[config.mk]
export PLATFORM = sky130hd
export DESIGN_NAME = srie_ram
export DESIGN_NICKNAME = d
export VERILOG_FILES = /design/src/design/srie_ram.sv
export SDC_FILE = /design/constraint.sdc
export NUM_CORES = 1
export LEC_CHECK = 0
export ABC_AREA = 1
export BUFFER_PORTS_ARGS = -buffer_cell sky130_fd_sc_hd__buf_4
export CAP_MARGIN = 5
export CORE_MARGIN = 2
export CORE_UTILIZATION = 55
export CTS_BUF_LIST = sky130_fd_sc_hd__clkbuf_8
export DETAILED_ROUTE_END_ITERATION = 10
export HOLD_SLACK_MARGIN = 0.06
export PLACE_DENSITY = 0.71
export SYNTH_ARGS = -nofsm -noshare
export SYNTH_HDL_FRONTEND = slang
export SYNTH_SLANG_ARGS = --single-unit
[constraint.sdc]
create_clock -name clk_i -period 4.4 [get_ports clk_i]
set_input_delay 0.88 -clock clk_i [delete_from_list [all_inputs] [get_ports clk_i]]
set_output_delay 0.88 -clock clk_i [all_outputs]
set_load 0.03 [all_outputs]
[src/design/srie_ram.sv]
// generic single-write, single-read synchronous ram with registered read data
// depends on nothing
`timescale 1ns / 1ps

module srie_ram #(
  parameter int unsigned WIDTH = 32,
  parameter int unsigned DEPTH = 32,
  localparam int unsigned AW   = (DEPTH > 1) ? $clog2(DEPTH) : 1
) (
  input  logic             clk_i,
  input  logic             we_i,
  input  logic [AW-1:0]    waddr_i,
  input  logic [WIDTH-1:0] wdata_i,
  input  logic             re_i,
  input  logic [AW-1:0]    raddr_i,
  output logic [WIDTH-1:0] rdata_o
);

  logic [WIDTH-1:0] mem_q [DEPTH];
  logic [WIDTH-1:0] rdata_q;

  // write port
  always_ff @(posedge clk_i) begin
    if (we_i) begin
      mem_q[waddr_i] <= wdata_i;
    end
  end

  // registered read port
  always_ff @(posedge clk_i) begin
    if (re_i) begin
      rdata_q <= mem_q[raddr_i];
    end
  end

  assign rdata_o = rdata_q;

endmodule

# After elaboration in Yosys (flattened, before gate mapping)
# Memories as Yosys holds them, arrays and structs flattened. A register that Yosys moved wholly into a read port is not among the register bits.
# Index checks and enable logic that the tools add are counted.
# classes
muxes,2
# ops
op,count
two-way mux 1 bit,2
# word_totals
elab_cells,3
ramBits,1024
n_memories,1
register_bits,0
out_inout_bits,32
# memory_table
name,words,width,rd,rd_ports_with_merged_regs,wr,line,text
mem_q,32,32,1,1,1,19,logic [WIDTH-1:0] mem_q [DEPTH];

# Longest topological paths before layout
# Gate-level depths: netlist of the first run.
# logic_depth
word_depth,2
mapped_depth,12
mapped_depth_nobuf,9

# Least setup slack after synthesis of the first run
# OpenSTA, ideal clock, no wires.
# synth_path
path_type,input port to flip-flop
start,in waddr_i[0]
end,"mem mem_q[0][0], enable pin"
stages,3
arrival_time_ns,2.535
setup_slack_ns,1.444
n_path_buf,0
path_cell_list,inv_1 > nand3_1 > nor2_1
# synth_rtl
element,line,text
"start, declared",12,"input logic [AW-1:0] waddr_i,"
"end, declared",19,
# Straight into the memory's write port.

==> metrics.md, run 1 <==
| Metric | Value |
|---|---|
| Clk Latency, worst-skew pair | `800 ps` |
| Clock sink count | `1,056` |
| Vias in the first global route | `26,480` |
| CTS resizes | `0` |
| Buffer count from post-CTS setup fixing | `0` |
| Tcrit/Tclk final | `57.48%` |
| Setup violators final | `0` |
| Drt wl/cell | `~23 µm` |
| Final worst slack | `1871 ps` |
| Post-Place Setup Slack | `around 1100 ps` |
| Worst hold path type | `primary input to flop` |
| Crit-path max FO | `265` |
| Die W | `282.7 µm` |
| Syn_area_per_cell | `~12 µm²` |
| Commonest non-fill, non-tap cell in the layout | `nand2_1` |
| R2R Setup Slk | `3030 ps` |
| Filler instances | `5,951` |
| Core area | `approximately 77,000 µm²` |
| Vias per inst | `between 5 and 6` |
| First-pass GRT wire length | `163.3 mm` |
| VDD IR-drop max | `0.0003023 V` |
| Detailed placer's ending HPWL | `54.66 mm` |
| Initial core utilization | `55.34%` |
| Drt total wl | `between 100 and 150 mm` |
| IO Count | `77` |
| CTS tree | `done` |
| Layout cell share with drive strength beyond 1 | `9.610%` |
| Required @ worst endpoint | `5070 ps` |
| Largest net degree at the start of global routing | `266` |
| Slew @ Worst Pin | `1096 ps` |
| Clk buf depth | `3` |
| Synth area leaders | `edfxtp_1 74%, nand2_1 13%, nand3_1 9.1%` |
| Clk pin slew, worst setup/hold paths | `approximately 60 ps` |
| Most used cells in the layout excluding fill and tap cells | `1,440 x nand2_1, 1,056 x edfxtp_1, 780 x nand3_1` |
| Crit Path Class | `primary input to flop` |
| Post-synth cell types | `13` |
| Synthesized Nets | `3,581` |
| Overflow after GRT | `0` |
| Min Tclk post-route | `approximately 2500 ps` |
| CTS buffer count | `about 160` |
| Power Dens Cells | `421.7 nW/µm²` |
| Setup_tns | `0 ps` |
| Synth warn | `0` |
| Drt initial violations | `3,346` |
| Register area share after synthesis | `roughly 74%` |
| Worst setup endpoint | `rdata_o[24]` |
| Routability-driven placement congestion ratio | `0.7848` |
| Hold buffer count at cts | `0` |
| Die height | `282.7 µm` |
| Max Fclk | `about 400 MHz` |
| Post-route DRC | `0` |
| Number of synthesized register bits | `1,056` |
| WP data arrival | `about 3200 ps` |
| Post-synth top area cell | `edfxtp_1` |
| Power, Total | `19.76 mW` |
| Final hold vios | `0` |
| Clk_skew | `19.04 ps` |
| Buffers added on ports | `76` |
| Static Leak | `17.24 nW` |
| Router iterations before antenna repair | `8` |
| Antenna-violating nets left | `0` |
| Fin. max-slew vios | `0` |
| Number of max-cap violations | `0` |
| R2R Path End | `rdata_o[14]` |
| Status | `finished, final reports clean` |
| Cell count after synthesis | `3,536` |
| Root Buffer | `clkbuf_8` |
| Htree depth | `4` |
| Post-layout net count | `approximately 3,700` |
| RSZ-0062 raised after global routing | `no` |
| P&R area growth vs syn | `9.640%` |
| Critical Path Source Type | `primary input` |
| Max_slew headroom | `26.92%` |
| Rows | `just over 100` |
| Top-area cell type share of the netlist area | `about three quarters` |
| Tot GR Track Use | `27.71%` |
| Critical R2R Launch | `mem_q[8][14]` |
| Die ar. | `approximately 80,000 µm²` |
| Worst setup EP type | `flop` |
| R2r worst-path depth | `8` |
| Mapped Area | `42,730 µm²` |
| CP Launch Point | `raddr_i[0]` |
| Initial antenna violation count | `3` |
| Via count | `27,500` |
| Final core utilization | `between 60 and 70%` |
-- cells by family after synthesis --
family	synth area share, %
DFF	74.22
and+or+nand+nor	22.07
buffers and inverters	3.713
-- worst min path at each step --
| stage | start | endpoint | slack [ps] | cells after the start |
|---|---|---|---|---|
| 4_1_cts | wdata_i[15] | mem_q[11][15] | 420 | 1 |
| 2_1_floorplan | mem_q[2][0] | rdata_o[0] | 760 | 8 |
| 6_report | wdata_i[15] | mem_q[11][15] | 480 | 1 |
| 5_1_grt | wdata_i[27] | mem_q[1][27] | 460 | 1 |
| 3_3_place_gp | mem_q[26][13] | rdata_o[13] | 800 | 8 |
| 3_5_place_dp | mem_q[0][1] | rdata_o[1] | 810 | 8 |
-- Yosys cell counts --
cell type and count:
buf_8 3, buf_6 66, clkbuf_1 24, buf_2 83, inv_2 2, edfxtp_1 1056
buf_4 24, nor2_1 32, nand3_1 780, inv_1 7, nand2_1 1440, buf_1 18
inv_8 1
-- stage by stage --
step	instances	hold slack [ps]	instance area, µm²
finish	4788	481.7	46840
global route	4788	462.3	46840
CTS	4786	419.6	46840
detailed placement	4500	811.9	44030
global placement	4500	795.6	44030
floorplan	3536	763.9	42730
-- critical path, cell delays in order --
cell and delay, ps:
buf_8 240, inv_16 650, buf_4 480, nand2_1 110
nand3_1 80, nand3_1 90, nand2_1 100, nand2_1 50
nand2_1 90, nand2_1 50, nand2_1 100
-- state kept, by name, indices dropped and copies added (netlist names) --
signal and flops:
mem_q 1024, rdata_o 32
-- layer usage --
metal	part of all wire [%]	vias to the layer above	wire (µm)	global-route usage (%)
li1	-	12550	-	-
met1	40	13330	43170	37.80
met2	48	1378	51460	44.09
met3	8.5	247	9254	5.022
met4	4.0	4	4330	12.14
met5	0.021	-	23	0
-- cell type report --
| cell class | instances | area [µm²] | area share [%] |
|---|---|---|---|
| Multi-Input combinational cell | 2252 | 9669 | 20.64 |
| Timing Repair Buffer | 142 | 1285 | 2.743 |
| Antenna cell | 2 | 5.005 | 0.01068 |
| Clock inverter | 121 | 535.5 | 1.143 |
| Sequential cell | 1056 | 31710 | 67.69 |
| Clock buffer | 165 | 2271 | 4.848 |
| Tap cell | 1040 | 1301 | 2.778 |
| Inverter | 10 | 67.56 | 0.1442 |
-- power breakdown --
part	switching, mW	internal (mW)
registers	0.0512	11.2
logic	0.962	0.338
clock network	3.65	3.53
total	4.66	15.1
(Power assumes the default switching activity.)
==> inputs of run 2 (changes only) <==
--- a/config.mk
+++ b/config.mk
@@ -13,7 +13,7 @@
 export CTS_BUF_LIST = sky130_fd_sc_hd__clkbuf_8
 export DETAILED_ROUTE_END_ITERATION = 10
 export HOLD_SLACK_MARGIN = 0.06
-export PLACE_DENSITY = 0.71
+export PLACE_DENSITY = 0.74
 export SYNTH_ARGS = -nofsm -noshare
 export SYNTH_HDL_FRONTEND = slang
 export SYNTH_SLANG_ARGS = --single-unit
==> constraint.sdc (replaced) <==
create_clock -name clk_i -period 2.22 [get_ports clk_i]
set_input_delay 0.444 -clock clk_i [delete_from_list [all_inputs] [get_ports clk_i]]
set_output_delay 0.444 -clock clk_i [all_outputs]
set_load 0.03 [all_outputs]
==> run 2 against run 1 <==
Against the previous run: cell count is 2.2% higher; register-to-register slack worse by 2200 ps; first-iteration DRC count is 5.8% lower; cell area is 3.6% higher; combinational power is 120% higher; clock skew is 14 ps higher; clock power is 96% higher; setup slack worse by 1700 ps; clock-buffer cell count is 2 lower; critical path depth is 10 lower; critical path type is now flop to output port; largest power group unchanged; highest routed layer unchanged.
==> metrics.md, run 2 (synthesized netlist as in run 1, its figures left out) <==
| Metric | Value |
|---|---|
| Commonest non-fill, non-tap cell in the layout | `nand2_1` |
| Initial core utilization | `55.34% (unchanged)` |
| Rows | `102 (unchanged)` |
| Max Fclk | `489.4 MHz` |
| Antenna-violating nets left | `0 (unchanged)` |
| Post-Place Setup Slack | `261.5 ps (-873.3 ps)` |
| RSZ-0062 raised after global routing | `no` |
| Cell family with most CP delay | `flip-flops` |
| Crit Path Class | `flop to output port` |
| Drt wl/cell | `22.80 µm (+0.84%)` |
| Root Buffer | `clkbuf_8` |
| Final hold vios | `0 (unchanged)` |
| Layout cell share with drive strength beyond 1 | `11.71% (+2.1 points)` |
| Drt total wl | `111.5 mm (+3.1%)` |
| Post-layout net count | `3,782 (+3.1%)` |
| Filler instances | `5,673 (-4.7%)` |
| Tot GR Track Use | `28.49% (+0.78 points)` |
| Post-route DRC | `0 (unchanged)` |
| Crit-path max FO | `1 (-99.6%)` |
| Buffer count from post-CTS setup fixing | `0 (unchanged)` |
| Initial antenna violation count | `4 (+1)` |
| Cell Chain, Critical Path | `buf_4` |
| Max_slew headroom | `43.18% (+16 points)` |
| Largest net degree at the start of global routing | `119 (-55%)` |
| Final worst slack | `176.5 ps (-1694 ps)` |
| Buffers added on ports | `76 (unchanged)` |
| Setup violators final | `0 (unchanged)` |
| Max reg flops | `1,024 (unchanged)` |
| Detailed placer's ending HPWL | `59.92 mm (+9.6%)` |
| Min Tclk post-route | `2043 ps` |
| Via count | `28,420 (+3.3%)` |
| Vias in the first global route | `27,550 (+4.0%)` |
| Core area | `77,210 µm² (unchanged)` |
| Overflow after GRT | `0 (unchanged)` |
| Critical Path Source Type | `flop` |
| Required @ worst endpoint | `1780 ps (-3290 ps)` |
| Hold buffer count at cts | `32 (+32)` |
| VDD IR-drop max | `0.0006180 V (+100%)` |
| Static Leak | `18.03 nW (+4.5%)` |
| Fin. max-slew vios | `0 (unchanged)` |
| WP data arrival | `1600 ps (-1600 ps)` |
| CTS tree | `done` |
| Clock sink count | `1,056 (unchanged)` |
| Buffers and inverters on the worst path | `1 (-2)` |
| CTS buffer count | `161 (-0.62%)` |
| IO Count | `77 (unchanged)` |
| P&R area growth vs syn | `13.56%` |
| Drt initial violations | `3,151 (-5.8%)` |
| Clk buf depth | `3 (unchanged)` |
| FF+latch area | `31,710 µm² (unchanged)` |
| Area occupied by multi-input gates | `9669 µm² (unchanged)` |
| Final core utilization | `62.84% (+2.2 points)` |
| Tcrit/Tclk final | `92.05%` |
| CTS resizes | `0 (unchanged)` |
| Most used cells in the layout excluding fill and tap cells | `1,440 x nand2_1, 1,056 x edfxtp_1, 780 x nand3_1` |
| Router iterations before antenna repair | `6 (-2)` |
| Biggest register | `mem_q` |
| Die ar. | `79,930 µm² (unchanged)` |
| First-pass GRT wire length | `166.6 mm (+2.0%)` |
| Max stage delay on crit path | `540 ps (-110 ps)` |
| Power Dens Cells | `809.8 nW/µm² (+92%)` |
| Slowest-stage cell, CP | `edfxtp_1` |
| Status | `finished, final reports clean` |
| Die W | `282.7 µm (unchanged)` |
| Htree depth | `4 (unchanged)` |
| Vias per inst | `5.809 (+1.1%)` |
| Worst hold path type | `primary input to flop` |
| Worst setup EP type | `output port` |
| Slew @ Worst Pin | `852.3 ps (-243.9 ps)` |
| Clk pin slew, worst setup/hold paths | `60 ps (about the same)` |
| Clk_skew | `33.47 ps (+14.43 ps)` |
| Routability-driven placement congestion ratio | `0.8172 (+4.1%)` |
| Number of max-cap violations | `0 (unchanged)` |
| Final hold slack | `194.2 ps (-287.6 ps)` |
| Clk Latency, worst-skew pair | `820 ps (+20 ps)` |
| Die height | `282.7 µm (unchanged)` |
-- run 2: cell type report --
class / count / area share, %
Antenna cell: 2 / 0.01031
Clock buffer: 163 / 4.624
Clock inverter: 114 / 1.114
Inverter: 10 / 0.1367
Multi-Input combinational cell: 2252 / 19.93
Sequential cell: 1056 / 65.35
Tap cell: 1040 / 2.682
Timing Repair Buffer: 256 / 6.150
-- run 2: final timing paths --
| path | start | end | slack [ps] | depth (start not counted) |
|---|---|---|---|---|
| worst max register to register | mem_q[5][4] | rdata_o[4] | 870 | 8 |
| worst min-delay path | raddr_i[4] | rdata_o[3] | 190 | 3 |
| worst min register to register | mem_q[0][5] | rdata_o[5] | 820 | 8 |
| worst max-delay path | rdata_o[16] | rdata_o[16] | 180 | 1 |
-- run 2: stage by stage --
step                cell area (µm²)  total power, mW  instances  setup TNS (ps)
floorplan                     42730            24.36       3536         -289360
global placement              45410            25.43       4582               0
detailed placement            45410            25.48       4582               0
CTS                           48520            39.46       4891               0
global route                  48520            40.57       4893               0
finish                        48520            39.29       4893               0
-- run 2: where the power goes --
part           internal, mW  switching, mW  total [mW]
registers              22.3         0.0962        22.3
logic                 0.857           1.95        2.81
clock network          6.86           7.28        14.1
total                  30.0           9.33        39.3
-- run 2: worst register-to-register path, cell delays in order, from the launching register on --
cell and delay (ps):
edfxtp_1 380, nand2_1 80, nand3_1 100, nand3_1 120, nand2_1 50, nand2_1 60, nand2_1 50, nand2_1 180
nand2_1 70
-- run 2: per-layer routing --
layer / vias up / track usage (%) / part of all wire (%)
met2: 1633 / 46.25 / 48
li1: 12780 / - / -
met3: 325 / 5.442 / 9.7
met4: 2 / 14.15 / 4.3
met1: 13680 / 37.12 / 38
met5: - / 0 / 0.012
