$ cat src/design/srie_pkg.sv
// shared types, codes and decode helpers for the small risc instruction executor
// used by every module of the block except srie_ram; depends on nothing
`timescale 1ns / 1ps

package srie_pkg;

  // sizes and reset values
  localparam int unsigned REG_COUNT      = 32;
  localparam int unsigned REG_AW         = $clog2(REG_COUNT);
  localparam int unsigned DEF_DATA_WORDS = 64;
  localparam logic [31:0] START_PC_RESET = 32'd128;

  // item kinds
  typedef enum logic [1:0] {
    OP_EXEC  = 2'd0,
    OP_WRITE = 2'd1,
    OP_READ  = 2'd2,
    OP_BAD   = 2'd3
  } op_e;

  // error codes
  localparam logic [1:0] ERR_NONE  = 2'd0;
  localparam logic [1:0] ERR_INSTR = 2'd1;
  localparam logic [1:0] ERR_ADDR  = 2'd2;

  // configuration register indexes
  localparam logic CFG_START_PC  = 1'b0;
  localparam logic CFG_DATA_BASE = 1'b1;

  // instruction categories
  localparam logic [2:0] CAT_BASE = 3'd0;
  localparam logic [2:0] CAT_REG  = 3'd6;
  localparam logic [2:0] CAT_IMM  = 3'd7;

  // base category opcodes
  localparam logic [2:0] OPC_J     = 3'd0;
  localparam logic [2:0] OPC_BEQ   = 3'd2;
  localparam logic [2:0] OPC_BGTZ  = 3'd4;
  localparam logic [2:0] OPC_BREAK = 3'd5;
  localparam logic [2:0] OPC_SW    = 3'd6;
  localparam logic [2:0] OPC_LW    = 3'd7;

  // register alu codes
  localparam logic [2:0] ALU_ADD = 3'd0;
  localparam logic [2:0] ALU_SUB = 3'd1;
  localparam logic [2:0] ALU_MUL = 3'd2;
  localparam logic [2:0] ALU_AND = 3'd3;
  localparam logic [2:0] ALU_OR  = 3'd4;
  localparam logic [2:0] ALU_XOR = 3'd5;
  localparam logic [2:0] ALU_NOR = 3'd6;

  // immediate alu codes
  localparam logic [2:0] IMM_ADD = 3'd0;
  localparam logic [2:0] IMM_AND = 3'd1;
  localparam logic [2:0] IMM_OR  = 3'd2;
  localparam logic [2:0] IMM_XOR = 3'd3;

  // sequencer states
  typedef enum logic [1:0] {
    ST_IDLE,
    ST_EXEC,
    ST_LOAD
  } state_e;

  // input word
  typedef struct packed {
    logic [1:0]         op;
    logic [31:0]        instr_word;
    logic [5:0]         mem_index;
    logic signed [31:0] mem_value;
  } in_t;

  // result word
  typedef struct packed {
    logic [31:0]        next_pc;
    logic               halted;
    logic               reg_written;
    logic [4:0]         reg_index;
    logic signed [31:0] reg_value;
    logic               mem_written;
    logic signed [31:0] read_value;
    logic [1:0]         error;
  } out_t;

  // execute stage decisions handed to the sequencer
  typedef struct packed {
    logic [31:0] pc_next;
    logic        halt_next;
    logic        reg_we;
    logic        is_load;
    logic [4:0]  reg_idx;
    logic [31:0] reg_val;
    logic        mem_we;
    logic [29:0] mem_idx;
    logic [31:0] mem_wdata;
    logic [31:0] read_value;
    logic [1:0]  error;
  } exec_t;

  // source register fields depend on the category
  function automatic logic [4:0] rs_of(input logic [31:0] iw);
    rs_of = (iw[31:29] == CAT_BASE) ? iw[25:21] : iw[28:24];
  endfunction

  function automatic logic [4:0] rt_of(input logic [31:0] iw);
    rt_of = (iw[31:29] == CAT_BASE) ? iw[20:16] : iw[23:19];
  endfunction

  function automatic logic [31:0] sext16(input logic [15:0] v);
    sext16 = {{16{v[15]}}, v};
  endfunction

endpackage

$ cat src/design/srie_exec.sv
// execute stage: decode, alu, branch targets and data address check
// depends on srie_pkg
`timescale 1ns / 1ps

module srie_exec #(
  parameter int unsigned DATA_WORDS = srie_pkg::DEF_DATA_WORDS
) (
  input  srie_pkg::in_t   item_i,
  input  logic [31:0]     pc_i,
  input  logic            halted_i,
  input  logic [31:0]     rs_val_i,
  input  logic [31:0]     rt_val_i,
  input  logic [31:0]     base_i,
  input  logic [31:0]     rd_data_i,
  output srie_pkg::exec_t exec_o
);

  localparam logic [31:0] WORDS = 32'(DATA_WORDS);

  logic [31:0] iw;
  logic [2:0]  cat;
  logic [2:0]  opc_base;
  logic [2:0]  opc_alu;
  logic [31:0] off;
  logic [31:0] pc4;
  logic [31:0] br_tgt;
  logic [31:0] diff;
  logic [31:0] prod;
  logic        addr_ok;
  logic        idx_ok;

  assign iw       = item_i.instr_word;
  assign cat      = iw[31:29];
  assign opc_base = iw[28:26];
  assign opc_alu  = iw[18:16];
  assign off      = srie_pkg::sext16(iw[15:0]);
  assign pc4      = pc_i + 32'd4;
  assign br_tgt   = pc4 + {off[29:0], 2'b00};
  assign diff     = rs_val_i + off - base_i;
  assign addr_ok  = {2'b00, diff[31:2]} < WORDS;
  assign idx_ok   = {26'd0, item_i.mem_index} < WORDS;
  assign prod     = rs_val_i * rt_val_i;

  // decode and execute
  always_comb begin
    exec_o            = '0;
    exec_o.pc_next    = pc_i;
    exec_o.halt_next  = halted_i;
    exec_o.mem_wdata  = rt_val_i;
    exec_o.mem_idx    = diff[31:2];
    case (item_i.op)
      srie_pkg::OP_WRITE: begin
        exec_o.mem_idx   = {24'd0, item_i.mem_index};
        exec_o.mem_wdata = item_i.mem_value;
        if (idx_ok) begin
          exec_o.mem_we = 1'b1;
        end else begin
          exec_o.error = srie_pkg::ERR_ADDR;
        end
      end
      srie_pkg::OP_READ: begin
        if (idx_ok) begin
          exec_o.read_value = rd_data_i;
        end else begin
          exec_o.error = srie_pkg::ERR_ADDR;
        end
      end
      srie_pkg::OP_EXEC: begin
        if (!halted_i) begin
          exec_o.pc_next = pc4;
          case (cat)
            srie_pkg::CAT_BASE: begin
              case (opc_base)
                srie_pkg::OPC_J: begin
                  exec_o.pc_next = {iw[29:0], 2'b00} & 32'h0FFF_FFFC;
                end
                srie_pkg::OPC_BEQ: begin
                  if (rs_val_i == rt_val_i) exec_o.pc_next = br_tgt;
                end
                srie_pkg::OPC_BGTZ: begin
                  if (!rs_val_i[31] && rs_val_i != 32'd0) exec_o.pc_next = br_tgt;
                end
                srie_pkg::OPC_BREAK: begin
                  exec_o.halt_next = 1'b1;
                end
                srie_pkg::OPC_SW: begin
                  if (addr_ok) begin
                    exec_o.mem_we = 1'b1;
                  end else begin
                    exec_o.error = srie_pkg::ERR_ADDR;
                  end
                end
                srie_pkg::OPC_LW: begin
                  if (addr_ok) begin
                    exec_o.reg_we  = 1'b1;
                    exec_o.is_load = 1'b1;
                    exec_o.reg_idx = iw[20:16];
                  end else begin
                    exec_o.error = srie_pkg::ERR_ADDR;
                  end
                end
                default: exec_o.error = srie_pkg::ERR_INSTR;
              endcase
            end
            srie_pkg::CAT_REG: begin
              exec_o.reg_we  = 1'b1;
              exec_o.reg_idx = iw[15:11];
              case (opc_alu)
                srie_pkg::ALU_ADD: exec_o.reg_val = rs_val_i + rt_val_i;
                srie_pkg::ALU_SUB: exec_o.reg_val = rs_val_i - rt_val_i;
                srie_pkg::ALU_MUL: exec_o.reg_val = prod;
                srie_pkg::ALU_AND: exec_o.reg_val = rs_val_i & rt_val_i;
                srie_pkg::ALU_OR:  exec_o.reg_val = rs_val_i | rt_val_i;
                srie_pkg::ALU_XOR: exec_o.reg_val = rs_val_i ^ rt_val_i;
                srie_pkg::ALU_NOR: exec_o.reg_val = ~(rs_val_i | rt_val_i);
                default: begin
                  exec_o.reg_we  = 1'b0;
                  exec_o.reg_idx = 5'd0;
                  exec_o.error   = srie_pkg::ERR_INSTR;
                end
              endcase
            end
            srie_pkg::CAT_IMM: begin
              exec_o.reg_we  = 1'b1;
              exec_o.reg_idx = iw[23:19];
              case (opc_alu)
                srie_pkg::IMM_ADD: exec_o.reg_val = rs_val_i + {16'd0, iw[15:0]};
                srie_pkg::IMM_AND: exec_o.reg_val = rs_val_i & {16'd0, iw[15:0]};
                srie_pkg::IMM_OR:  exec_o.reg_val = rs_val_i | {16'd0, iw[15:0]};
                srie_pkg::IMM_XOR: exec_o.reg_val = rs_val_i ^ {16'd0, iw[15:0]};
                default: begin
                  exec_o.reg_we  = 1'b0;
                  exec_o.reg_idx = 5'd0;
                  exec_o.error   = srie_pkg::ERR_INSTR;
                end
              endcase
            end
            default: exec_o.error = srie_pkg::ERR_INSTR;
          endcase
        end
      end
      default: exec_o.error = srie_pkg::ERR_INSTR;
    endcase
  end

endmodule

$ cat config.mk
export PLATFORM = sky130hd
export DESIGN_NAME = srie_exec
export DESIGN_NICKNAME = d
export VERILOG_FILES = /design/src/design/srie_pkg.sv /design/src/design/srie_exec.sv
export SDC_FILE = /design/constraint.sdc
export NUM_CORES = 2
export LEC_CHECK = 0
export ABC_AREA = 1
export BUFFER_PORTS_ARGS = -buffer_cell sky130_fd_sc_hd__buf_4
export CAP_MARGIN = 40
export CORE_MARGIN = 2
export CORE_UTILIZATION = 57
export DETAILED_ROUTE_END_ITERATION = 12
export MAX_ROUTING_LAYER = met4
export PLACE_DENSITY_LB_ADDON = 0.3
export SLEW_MARGIN = 20
export SYNTH_ARGS = -nofsm -noshare
export SYNTH_HDL_FRONTEND = slang
export SYNTH_SLANG_ARGS = --single-unit
$ cat constraint.sdc
create_clock -name vclk -period 7.3
set_clock_uncertainty 0.05 [all_clocks]
set_input_delay 0.365 -clock vclk [all_inputs]
set_output_delay 0.365 -clock vclk [all_outputs]
set_load 0.03 [all_outputs]
# Word level (Yosys, flattened, before mapping)
# Index checks and enable logic that the tools add are counted.
[totals]
in_bits = 233
out_inout_bits = 169
ff_bits = 0
[op_classes]
reduce_logical = 12
eq_ne = 16
n_bitwise = 7
mul = 1
order_cmp = 1
add_sub_neg = 7
mux = 32
[op_table]
columns = ["op", "count"]
rows = [
  ["32-bit one-hot mux with 7 select lines", 1],
  ["32-bit one-hot mux with 4 select lines", 1],
  ["32-bit adder", 3],
  ["32-bit two-way mux", 3],
  ["32-bit one-hot mux with 3 select lines", 1],
  ["73-bit two-way mux", 1],
  ["72-bit two-way mux", 1],
  ["32-bit one-hot mux with 2 select lines", 1],
  ["32-bit subtractor", 2],
  ["62-bit two-way mux", 1],
  ["33-bit two-way mux", 1],
  ["32-bit by 16-bit adder with 32-bit output", 1],
  ["32-bit by 3-bit adder with 32-bit output (second input constant)", 1],
  ["32-bit by 16-bit AND with 32-bit output", 1],
  ["32-bit AND", 1],
  ["32-bit equality test", 1],
  ["32-bit by 32-bit multiplier with 32-bit output", 1],
  ["32-bit NOT", 1],
  ["32-bit by 16-bit bitwise OR with 32-bit output", 1],
  ["32-bit bitwise OR", 1],
  ["32-bit nonzero test", 1],
  ["32-bit by 16-bit XOR with 32-bit output", 1],
  ["32-bit XOR", 1],
  ["30-bit by 7-bit < comparator with 1-bit output (second input constant)", 1],
  ["other kinds (21)", 47],
]

# Logic depth before layout (Yosys ltp)
[depth]
ltp_word = 8
mapped_depth = 36
ltp_nobuf = 34

# Worst setup path before layout
# Ideal clock, no wire load.
[synth_path]
path_kind = "input to output"
from = "input rt_val_i[3]"
to = "output exec_o[126] (netlist name)"
path_stages = 29
n_path_buf = 2
t_arrival_ns = 6.915
slack_ns = -0.030
path_cell_list = "clkbuf_1 -> clkbuf_1 -> nand2_1 -> inv_1 -> fa_1 -> inv_1 -> fa_1 -> fa_1 -> fa_1 -> inv_1 -> fa_1 -> inv_1 -> fa_1 -> inv_1 -> fa_1 -> fa_1 -> ha_1 -> a21oi_1 -> o21ai_0 -> a21oi_1 -> nand3_1 -> a21o_1 -> nand2_1 -> nand2_1 -> nand2_1 -> nand3_1 -> nand4_1 -> nand2_1 -> a21oi_1"
[synth_lines]
columns = ["item", "line", "rtl"]
rows = [
  ["start: declaration", "srie_exec.sv:12", "input logic [31:0] rt_val_i,"],
  ["end: declaration", "srie_exec.sv:15", "output srie_pkg::exec_t exec_o"],
]

==> reports/results.ini <==
[timing]
hold_violations=0
final.period_utilization_pct=104.5
setup_ws_ns=-0.3300
finalSetupTns_ns=-4.210
hold_slack_ns=0.9804
final-setup-viol-count=20
slew_headroom_pct=29.11
period_needed_ns=7.630
fmax_mhz=131.1
rsz0062_at_grt=yes
tightestPinTransition_ns=1.055
drv_slew=0

[drt]
drc=0
wl_per_cell_um=23.64
vias=38800
drt_iter0_drc=5217
wl_um=150700
firstDrtPassIters=8
final_antenna_net_count=0
viasPerCell=6.088

[synthesis]
seq_area_frac_synth_pct=0
avgSynthCellArea_um2=6.257
synth_compound_area_share_pct=14.63
synth_xor_xnor_area_share_pct=2.022
synthMuxAreaShare_pct=0
synthTopCellsByCount=nand2_1, inv_1, fa_1
ys_types=58
syn_area_um2=31990
synth_fp_nets=6103
yosysTopAreaCellShare_pct=27.66
syn_inst=5113
synth-simple-area-share_pct=26.35
ys_top_cells_by_area=fa_1, nand2_1, inv_1
synth_fa_ha_area_share_pct=39.98
yosys_warnings=0
synth.most_common_cell=nand2_1
synth_top_family_by_area=adder cells
synth_area_leader_cell=fa_1

[setup_path]
critPathMaxStageDelay_ns=0.55
cp-end-kind=output pin
crit_path_top_delay_cell=ha_1
cpMostUsedCell=fa_1
worstSetupStartpointType=primary input
crit_fanout=15
worstSetupPathType=primary input to output pin
cp.required_ns=6.88
arrival_ns=7.22

[status]
violations=setup timing
outcome=finished with violations

[job]
cap_violations=0

[die]
start_util_pct=57.84
ios=402
die_area_um2=58040
rows=86
coreArea_um2=55310
die_x_um=240.9
chipHeight_um=240.9

[worst_hold_path]
holdPathStages=4
hp-class=primary input to output pin
hold_start=rd_data_i[5]
hold-path-endpoint=exec_o[7]

[global_route]
grt_usage_pct=50.78
grt_max_degree=59
antenna_found_initial=6
grt_pass1_vias=36550
grt-ovfl-total=0
grt_pass1_wl_um=214500

[place]
place_inst=6334
gp_congestion=1.085
dpl.hpwl_um=119900
port_buffers=402

[cells_and_area]
multi_input_area_um2=27520
ff_latch_area_um2=0
fin_nets=6609
clkbuf_count=0
drive_above_1_share_pct=17.54
fillers=4467
stdcell_count=6373
design.seq.count=0
area_growth_pct=22.11

[clocking]
hold_buffers=0

-- timing repair --
action | in CTS | in global routing
setup endpoints to repair | 16 | 20
gates resized for setup | 147 | 197
setup buffers | 14 | 18
pin swaps | 94 | 130
endpoints found under the hold margin | 0 | 0
-- cells in the final DEF (no fill, tap or decap), types with 28 or more instances in the layout --
master,instances
nand2_1,1267
buf_4,616
inv_2,50
nand3_1,189
nor2_1,289
ha_1,290
fa_1,423
o22ai_1,45
nor3_1,43
nand4_1,81
o21ai_0,214
buf_12,30
inv_1,1192
a21oi_2,28
xor2_1,54
nand2_2,43
a21oi_1,280
-- worst max path at each step --
stage,startpoint,end,slack [ns]
global route,rs_val_i[3],exec_o[127],-0.48
detailed placement,rs_val_i[10],exec_o[127],-0.36
global placement,rt_val_i[2],exec_o[120],-0.21
floorplan,rt_val_i[3],exec_o[124],0.01
finish,rs_val_i[6],exec_o[120],-0.33
CTS,rs_val_i[11],exec_o[119],-0.10
-- critical path: cells and delay by family --
family	cells	cell delay, ns
adders and majority gates	10	4.44
and+or+nand+nor	7	1.09
buffers and inverters	8	1.02
AOI/OAI and AO/OA	3	0.25
-- cell families (layout without fill, tap and decap cells) --
kind of cell	Yosys count	in the layout
AO/OA/AOI/OAI	809	809
XOR/XNOR	73	73
adder cells (fa/ha/maj)	757	757
AND/OR/NAND/NOR	2032	2032
buffers and inverters	1442	1946
other	0	8
-- per-layer routing --
| layer | routed length [µm] | share of wire [%] | GRT usage [%] |
|---|---|---|---|
| met5 | 0 | 0 | - |
| met4 | 12930 | 8.6 | 30.88 |
| met3 | 23360 | 16 | 17.28 |
| met2 | 62220 | 41 | 72.54 |
| met1 | 52150 | 35 | 61.69 |
-- layout make-up --
class | instances | share of cell area [%]
repair buffers | 700 | 15.13
inverters | 1246 | 11.97
well taps | 748 | 2.396
diodes | 8 | 0.05125
multi-input cells | 3671 | 70.45
-- metrics by stage --
stage	util, %	area [µm²]	worst slack [ns]
after CTS	68.97	38140	-0.1048
after detailed placement	67.70	37440	-0.3647
final	70.63	39070	-0.3300
after floorplan	-	32000	0.01051
after global placement	67.54	37350	-0.2104
after global routing	70.63	39070	-0.4818
